[config.mk]
export PLATFORM = sky130hd
export DESIGN_NAME = input_restricted_deque_unit
export DESIGN_NICKNAME = d
export VERILOG_FILES = /design/src/rtl/core/idq_pkg.sv /design/src/rtl/core/input_restricted_deque_unit.sv /design/src/rtl/core/idq_cell.sv
export SDC_FILE = /design/constraint.sdc
export NUM_CORES = 1
export LEC_CHECK = 0
export ABC_AREA = 1
export ABC_CLOCK_PERIOD_IN_PS = 8400
export BUFFER_PORTS_ARGS = -buffer_cell sky130_fd_sc_hd__buf_2
export CORE_ASPECT_RATIO = 1.25
export CORE_UTILIZATION = 45
export CTS_BUF_LIST = sky130_fd_sc_hd__clkbuf_4 sky130_fd_sc_hd__clkbuf_8
export CTS_CLUSTER_SIZE = 14
export DETAILED_ROUTE_END_ITERATION = 10
export RECOVER_POWER = 50
export SYNTH_ARGS = -nofsm -noshare
export SYNTH_HDL_FRONTEND = slang
export SYNTH_SLANG_ARGS = --single-unit
[constraint.sdc]
create_clock -name clk -period 8.4 [get_ports clk]
set_input_delay 1.26 -clock clk [delete_from_list [all_inputs] [get_ports clk]]
set_output_delay 1.26 -clock clk [all_outputs]
set_load 0.02 [all_outputs]
[src/rtl/core/idq_pkg.sv]
// ----------------------------------------------------------------------------
// idq_pkg
// Shared types and codes for the input-restricted deque: action and status
// codes, the data word type and the per-cycle operation sent to every cell.
// ----------------------------------------------------------------------------
package idq_pkg;

  localparam int DEPTH_DEFAULT = 8;
  localparam int WORD_W        = 32;

  typedef logic signed [WORD_W-1:0] word_t;
  typedef logic [1:0]               action_t;
  typedef logic [1:0]               status_t;

  localparam action_t ACT_PUSH      = 2'd0;
  localparam action_t ACT_POP_REAR  = 2'd1;
  localparam action_t ACT_POP_FRONT = 2'd2;

  localparam status_t ST_DONE  = 2'd0;
  localparam status_t ST_FULL  = 2'd1;
  localparam status_t ST_EMPTY = 2'd2;

  localparam word_t EMPTY_WORD = -32'sd1;
  localparam word_t ZERO_WORD  = '0;

  // Operation broadcast to every cell of the row.
  typedef struct packed {
    logic push;       // shift words up, new word enters cell 0
    logic pop_rear;   // shift words and occupancy down
    logic pop_front;  // drop the front word and launch it toward cell 0
  } cell_op_t;

endpackage

[src/rtl/core/input_restricted_deque_unit.sv]
// ----------------------------------------------------------------------------
// input_restricted_deque_unit
// Input-restricted deque of DEPTH signed 32-bit words built as a row of cells.
// ----------------------------------------------------------------------------
// The deque is a row of DEPTH cells with the rear at cell 0. A push shifts
// every word up one cell and writes the new word into cell 0; a pop from the
// rear shifts every word down and returns the old cell 0. Occupancy is a
// thermometer of per-cell valid bits, so full means the top cell is occupied
// and empty means cell 0 is not. A pop from the front clears the highest
// occupied cell and hands its word down a registered return path, one cell
// per cycle, until it reaches cell 0. For a push, a pop from the rear, a
// refused word (full or empty) and the unused action code, the result word
// appears the cycle after the input word is taken. A pop from the front
// holding N words walks its word from cell N-1 down to cell 0 and then into
// the output register. New input words are stalled while that walk runs or
// while a result waits on a stalled output. Every input word gives exactly
// one result word.
// ----------------------------------------------------------------------------
module input_restricted_deque_unit #(
  parameter int DEPTH = idq_pkg::DEPTH_DEFAULT
) (
  input  logic             clk,
  input  logic             rst,
  // input channel
  input  logic             in_valid,
  output logic             in_stall,
  input  idq_pkg::action_t action,
  input  idq_pkg::word_t   push_value,
  // output channel
  output logic             out_valid,
  input  logic             out_stall,
  output idq_pkg::word_t   popped_value,
  output idq_pkg::status_t status
);
  import idq_pkg::*;

  // Per-cell state, with one extra top position tied off as empty.
  word_t    cell_data  [DEPTH+1];
  logic     cell_valid [DEPTH+1];
  word_t    cell_ret   [DEPTH+1];
  logic     cell_retv  [DEPTH+1];

  cell_op_t op;
  logic     accept;
  logic     full;
  logic     empty;
  logic     walking;
  word_t    imm_value;
  status_t  imm_status;

  // Tie off the position above the top cell: never occupied, nothing returning.
  assign cell_data[DEPTH]  = ZERO_WORD;
  assign cell_valid[DEPTH] = 1'b0;
  assign cell_ret[DEPTH]   = ZERO_WORD;
  assign cell_retv[DEPTH]  = 1'b0;

  assign full   = cell_valid[DEPTH-1];
  assign empty  = ~cell_valid[0];

  // Hold off new words during a front-pop walk or while the result is stuck.
  assign in_stall = walking | (out_valid & out_stall);
  assign accept   = in_valid & ~in_stall;

  // Decode the accepted word into one operation for the whole row.
  always_comb begin
    op           = '0;
    imm_value    = ZERO_WORD;
    imm_status   = ST_DONE;
    unique case (action)
      ACT_PUSH: begin
        if (full) begin
          imm_status = ST_FULL;
        end else begin
          op.push = accept;
        end
      end
      ACT_POP_REAR: begin
        if (empty) begin
          imm_value  = EMPTY_WORD;
          imm_status = ST_EMPTY;
        end else begin
          op.pop_rear = accept;
          imm_value   = cell_data[0];
        end
      end
      ACT_POP_FRONT: begin
        if (empty) begin
          imm_value  = EMPTY_WORD;
          imm_status = ST_EMPTY;
        end else begin
          op.pop_front = accept;
        end
      end
      default: begin
        // unused code: no operation, done with zero
        imm_value  = ZERO_WORD;
        imm_status = ST_DONE;
      end
    endcase
  end

  // Row of cells: cell 0 is the rear and takes the pushed word.
  for (genvar i = 0; i < DEPTH; i++) begin : g_cell
    word_t data_lo;
    logic  valid_lo;

    if (i == 0) begin : g_rear
      assign data_lo  = push_value;
      assign valid_lo = 1'b1;
    end else begin : g_inner
      assign data_lo  = cell_data[i-1];
      assign valid_lo = cell_valid[i-1];
    end

    idq_cell u_cell (
      .clk          (clk),
      .rst          (rst),
      .op           (op),
      .data_lo      (data_lo),
      .valid_lo     (valid_lo),
      .data_hi      (cell_data[i+1]),
      .valid_hi     (cell_valid[i+1]),
      .ret_hi       (cell_ret[i+1]),
      .ret_valid_hi (cell_retv[i+1]),
      .data         (cell_data[i]),
      .valid        (cell_valid[i]),
      .ret          (cell_ret[i]),
      .ret_valid    (cell_retv[i])
    );
  end

  // Front-pop walk: set on launch, drop once the word reaches cell 0.
  always_ff @(posedge clk) begin
    if (rst) begin
      walking <= 1'b0;
    end else if (op.pop_front) begin
      walking <= 1'b1;
    end else if (cell_retv[0]) begin
      walking <= 1'b0;
    end
  end

  // Output register: immediate results, then returned front words, else drain.
  always_ff @(posedge clk) begin
    if (rst) begin
      out_valid <= 1'b0;
    end else if (accept && !op.pop_front) begin
      out_valid <= 1'b1;
    end else if (cell_retv[0]) begin
      out_valid <= 1'b1;
    end else if (out_valid && !out_stall) begin
      out_valid <= 1'b0;
    end
  end

  always_ff @(posedge clk) begin
    if (accept && !op.pop_front) begin
      popped_value <= imm_value;
      status       <= imm_status;
    end else if (cell_retv[0]) begin
      popped_value <= cell_ret[0];
      status       <= ST_DONE;
    end
  end

endmodule

[src/rtl/core/idq_cell.sv]
// ----------------------------------------------------------------------------
// idq_cell
// One position of the deque. Holds one word and its occupancy bit, and a
// return stage that walks the popped front word down toward cell 0.
// ----------------------------------------------------------------------------
module idq_cell (
  input  logic              clk,
  input  logic              rst,
  input  idq_pkg::cell_op_t op,
  input  idq_pkg::word_t    data_lo,
  input  logic              valid_lo,
  input  idq_pkg::word_t    data_hi,
  input  logic              valid_hi,
  input  idq_pkg::word_t    ret_hi,
  input  logic              ret_valid_hi,
  output idq_pkg::word_t    data,
  output logic              valid,
  output idq_pkg::word_t    ret,
  output logic              ret_valid
);
  import idq_pkg::*;

  logic is_front;

  // The front word sits in the highest occupied cell.
  assign is_front = valid & ~valid_hi;

  always_ff @(posedge clk) begin
    if (rst) begin
      valid     <= 1'b0;
      ret_valid <= 1'b0;
    end else begin
      if (op.push) begin
        valid <= valid_lo;
      end else if (op.pop_rear || op.pop_front) begin
        valid <= valid_hi;
      end
      ret_valid <= (op.pop_front & is_front) | ret_valid_hi;
    end
  end

  always_ff @(posedge clk) begin
    if (op.push) begin
      data <= data_lo;
    end else if (op.pop_rear) begin
      data <= data_hi;
    end
    if (op.pop_front && is_front) begin
      ret <= data;
    end else begin
      ret <= ret_hi;
    end
  end

endmodule

# Yosys cells after proc, flatten, opt, wreduce, memory -nomap -nowiden
# Cells that the tools add are included.
totals:
  register_bits: 564
  inputBits: 38
  elab_cells: 150
op_classes:
  n_eq_ne: 2
  mux: 59
  bitwise_logic: 33
  n_reduce_logical: 20
op_table:
  columns: ["op", "n"]
  rows:
  - ["2-to-1 mux 32 bit", 27]
  - ["case mux 32 bit (2 select lines)", 1]
  - ["2-to-1 mux 1 bit", 27]
  - ["AND 1 bit", 17]
  - ["logical AND 1 bit", 10]
  - ["inverter 1 bit", 8]
  - ["bitwise OR 1 bit", 8]
  - ["nonzero test 2 bit", 4]
  - ["2-to-1 mux 2 bit", 3]
  - ["case mux 2 bit (2 select lines)", 1]
  - ["nonzero test 3 bit", 1]
  - ["== test 2 x 1 -> 1 bit, second input constant", 1]
  - ["== test 2 bit, second input constant", 1]
  - ["zero test 1 bit", 2]
  - ["zero test 2 bit", 1]
  - ["OR reduction 2 bit", 1]
  - ["logical OR 1 bit", 1]

# Depth between registers and ports, before layout
depth:
  depth_word: 9
  mapped_depth: 10
  ltp_nobuf: 9

# Hierarchy
# A second synthesis with hierarchy kept.
hier_totals:
  cells_unflattened: 2525
  area_unflattened_um2: 22629.2
by_module_without_submodules:
  columns: ["module", "instances", "cells_each", "area_each_um2", "seq_area_each_um2"]
  rows:
  - ["idq_cell", 8, 293, 2602.5, 1641.6]
  - ["input_restricted_deque_unit", 1, 181, 1809.2, 1061.0]

# Least setup slack after synthesis
# Ideal clock, no wire load.
synth_timing:
  path_kind: "in2reg"
  start: "input action[0]"
  end: "register g_cell[0].u_cell.data[0], enable pin"
  setup_ns: 1.951
  t_arrival_ns: 6.140
  required_time_ns: 6.449
  slack_ns: 0.309
  cell_stages: 5
  path_buffers: 1
  cell_sequence: "inv_1 ha_1 nand3_2 clkbuf_1 nand2_1"
synth_between:
  elab_chain_cells: 3
  elab_cells_between_ends: 5
  cone_classes: "eq/ne: 1; mux: 2; reduce/logical: 2"
synth_lines:
  columns: ["element", "line", "text"]
  rows:
  - ["start: declaration", "input_restricted_deque_unit.sv:27", "input idq_pkg::action_t action,"]
  - ["== test 2 x 1 -> 1 bit or zero test 2 bit (tied branches)", "input_restricted_deque_unit.sv:69", "unique case (action)"]
  - ["2-to-1 mux 1 bit", "input_restricted_deque_unit.sv:69", null]
  - ["nonzero test 2 bit (no line) *", null, null]
  - ["end signal: assignment", "idq_cell.sv:44", "data <= data_lo;"]
  - ["end signal: assignment", "idq_cell.sv:46", "data <= data_hi;"]
  - ["end: declaration", "idq_cell.sv:16", "output idq_pkg::word_t data,"]
# Every way passes the cells marked *; elsewhere a longest branch is shown, timed or not.
# A chain may end at the register's enable or synchronous reset.

# Final worst setup path
layout_timing:
  start: "input action[0]"
  end: "register g_cell[4].u_cell.data[6], enable pin"
layout_between:
  elab_chain_cells: 3
  elab_cells_between_ends: 5
  cone_classes: "eq/ne: 1; mux: 2; reduce/logical: 2"
layout_lines:
  columns: ["element", "line"]
  rows:
  - ["== test 2 x 1 -> 1 bit or zero test 2 bit (tied branches)", "input_restricted_deque_unit.sv:69"]
  - ["2-to-1 mux 1 bit", "input_restricted_deque_unit.sv:69"]
  - ["nonzero test 2 bit (no line) *", null]
  - ["end signal: assignment", "idq_cell.sv:44"]
  - ["end signal: assignment", "idq_cell.sv:46"]
  - ["end: declaration", "idq_cell.sv:16"]
# Marks and branches as above.

==> results by group <==
Outcome
  • Status: complete, but fails checks
  • Failing checks: capacitance limit, slew limit

Global route
  • Vias in the first global route: 13,026
  • Initial antenna violation count: 1
  • First-pass GRT wire length: 67,400 um
  • Gr usage total: roughly 18%
  • Grt ovf: 0
  • Pin count of the biggest net entering global routing: between 200 and 300

STA
  • Slew @ Worst Pin: 3.17 ns
  • Setup TNS: 0 ns
  • Final period util: 67.4%
  • Hold Vio Cnt, Final: 0
  • Setup violators final: 0
  • F_max: roughly 180 MHz
  • Tmin final: between 5 and 6 ns
  • RSZ-0062 raised after global routing: no
  • Max Clock Skew: ~0.024 ns
  • Slew margin rel.: -111%
  • Slew Viols, Final: between 400 and 500

Place
  • HPWL Detailed: ~23,000 um
  • Buffers on Ports: 73
  • Placed cells: between 2,000 and 3,000
  • Placer Congestion: 0.757

Detailed routing
  • First-pass iteration count of the detailed router: 5
  • DRT iter0 DRCs: ~1,200
  • DRC violations left: 0
  • DR vias: approximately 14,000
  • ANT nets after route: 0
  • Vias/cell: just under 5
  • Wirelength, routed: about 41,000 um
  • Routed wire per std cell: around 15 um

Finish
  • Layout net count: 2,209
  • Fin cells: around 2,800
  • Layout cell share with drive strength beyond 1: a little under a tenth
  • Multi-input gate area: roughly 0.0052 sq mm
  • Reg area: about 0.014 sq mm
  • Fillers: 4,254
  • Syn-to-layout area delta: 11.4%

Flow run
  • Max-Cap Viols: 8

Critical path
  • Worst EP required: between 8 and 9 ns
  • Slowest CP cell: clkbuf_1
  • Crit. End Element: flop
  • Critical Path AT: approximately 5.9 ns
  • Max incr delay on CP: ~2.2 ns
  • Crit-path most repeated cell: clkbuf_1
  • CP Class: primary input to flop
  • Crit-path max FO: about 110
  • CP cell instances: clkbuf_1 -> inv_1 -> ha_1 -> nand3_2 -> clkbuf_1 -> nand2_4 -> buf_12
  • Setup crit start kind: primary input

Power and ir drop
  • Max VDD drop: between 0.0001 and 0.00015 V
  • Logic pwr share: 4.0%
  • Clock group share of total power: between 40% and 50%
  • Sw Ratio: 21.7%
  • Cell-internal power: between 4000 and 5000 uW
  • Power Density: about 240 mW/mm^2
  • Flop pwr share: 54.6%
  • Cell leakage power: roughly 0.009 uW
  • Pwr Total: between 5000 and 6000 uW
  • Psw: roughly 1200 uW

Floorplan
  • Die width: roughly 200 um
  • Die height: about 240 um
  • Rows: between 80 and 90
  • Die area: roughly 0.047 sq mm
  • Starting density of the core: 45.5%
  • # IOs: 74
  • Core ar.: between 0.04 and 0.05 sq mm

CTS
  • CTS max path bufs: 3
  • CTS-repair resized insts: 0
  • CTS Buf Count: 84
  • Clock root buffer: clkbuf_8
  • Post-CTS setup buffer count: 0
  • Worst-path clk slew: 0.06 ns
  • Hold-fix buffers, CTS: 0
  • Clock sinks: ~560
  • CTS tree: yes
  • Htree depth: 3
  • Skew-Pair Late Insertion Delay: 0.63 ns

Min path
  • Class of the worst hold path: flop to flop

Logic synthesis
  • Netlist cell types: 23
  • Net count after synthesis: between 2,000 and 2,500
  • Fraction of the yosys area taken by sequential cells: approximately 68%
  • Cell area after synthesis: around 0.021 sq mm
  • Synthesized flop and latch total: 564
  • Yosys Warn Count: 0
  • Gate Count Post-Synth: about 2,100
  • Mean Syn Cell Area: a little under 10 sq um
## state kept, by name, summed over array words and instances (netlist names)
name,count
g_cell.u_cell.valid,8
popped_value,32
walking,1
status,2
out_valid,1
g_cell.u_cell.ret,256
g_cell.u_cell.ret_valid,8
g_cell.u_cell.data,256
## per-stage QoR
| step | worst slack (ns) | hold WS (ns) | utilization [%] | instance area [sq um] |
|---|---|---|---|---|
| 2_1_floorplan | 0.309 | 0.396 | - | 20900 |
| 3_3_place_gp | 4.25 | 0.399 | 47.0 | 21600 |
| 3_5_place_dp | 4.20 | 0.403 | 47.0 | 21600 |
| 4_1_cts | 4.87 | 0.414 | 50.8 | 23400 |
| 5_1_grt | 2.39 | 0.422 | 50.6 | 23300 |
| 6_report | 2.74 | 0.408 | 50.6 | 23300 |
## final timing paths
check	endpoint	startpoint	cells after the start	slack (ns)
worst max-delay path	g_cell[4].u_cell.data[6]	action[0]	7	2.74
worst min-delay path	g_cell[0].u_cell.ret[26]	g_cell[1].u_cell.ret[26]	2	0.41
worst max register to register	g_cell[4].u_cell.data[6]	out_valid	7	3.16
worst min register to register	g_cell[0].u_cell.ret[26]	g_cell[1].u_cell.ret[26]	2	0.41
## critical path: cells and delay by family
kind,cells,cell delay (ns)
buffers and inverters,4,3.02
adder cells (fa/ha/maj),1,0.23
AND/OR/NAND/NOR,2,1.28
## cells in the mapped netlist
cell,number,share of area [%]
nand2_2,1,0.030
inv_2,2,0.036
nor2_1,79,1.4
nand3_1,46,1.1
nand2_1,546,9.8
a21oi_1,11,0.26
nand3_2,3,0.14
dfxtp_1,274,26
clkbuf_1,55,0.99
buf_4,5,0.18
nor3_1,2,0.048
edfxtp_1,290,42
nand4_2,1,0.060
o21ai_1,134,3.2
nand4_1,1,0.030
nor2_4,1,0.054
clkinv_1,1,0.018
ha_1,4,0.24
buf_2,54,1.3
o21ai_0,349,8.3
nor2_2,1,0.030
buf_6,9,0.48
inv_1,247,4.4
## power by group through the flow
| stage | clock (uW) | sequential, uW | combinational, uW |
|---|---|---|---|
| 2_1_floorplan | 0 | 3090 | 136 |
| 5_1_grt | 2460 | 3010 | 251 |
| 3_3_place_gp | 0 | 3060 | 220 |
| 6_report | 2280 | 3010 | 221 |
| 4_1_cts | 2330 | 3010 | 228 |
| 3_5_place_dp | 0 | 3060 | 227 |
## kinds of logic after synthesis
kind of cell | share of synthesized area, %
DFF | 67.8
buffers and inverters | 7.43
adders and majority gates | 0.239
AOI/OAI and AO/OA | 11.8
and+or+nand+nor | 12.7
## final cells by class
type	instances	share of cell area [%]
Multi-Input combinational cell	1179	22.5
Timing Repair Buffer	88	1.91
Antenna cell	1	0.0107
Clock buffer	135	7.11
Inverter	250	4.03
Clock inverter	16	0.430
Sequential cell	564	60.9
Tap cell	585	3.14
## placed cells by master (no fill, tap or decap), drive strengths merged
master / instances
diode: 1
clkbuf: 178
clkinvlp: 2
nand2: 547
nand4: 2
bufinv: 1
clkinv: 14
nor2: 81
o21ai: 483
nor3: 2
inv: 249
a21oi: 11
buf: 45
nand3: 49
ha: 4
dfxtp: 274
edfxtp: 290
## routing by layer
metal  vias up  track usage [%]  share of wire, %
li1       7003                -                 -
met1      6286             24.5                48
met2       292             28.0                45
met3        64             3.17               4.9
met4         0             6.02               1.8
met5         -                0                 0
No activity file was read; power rests on OpenSTA's default activity.
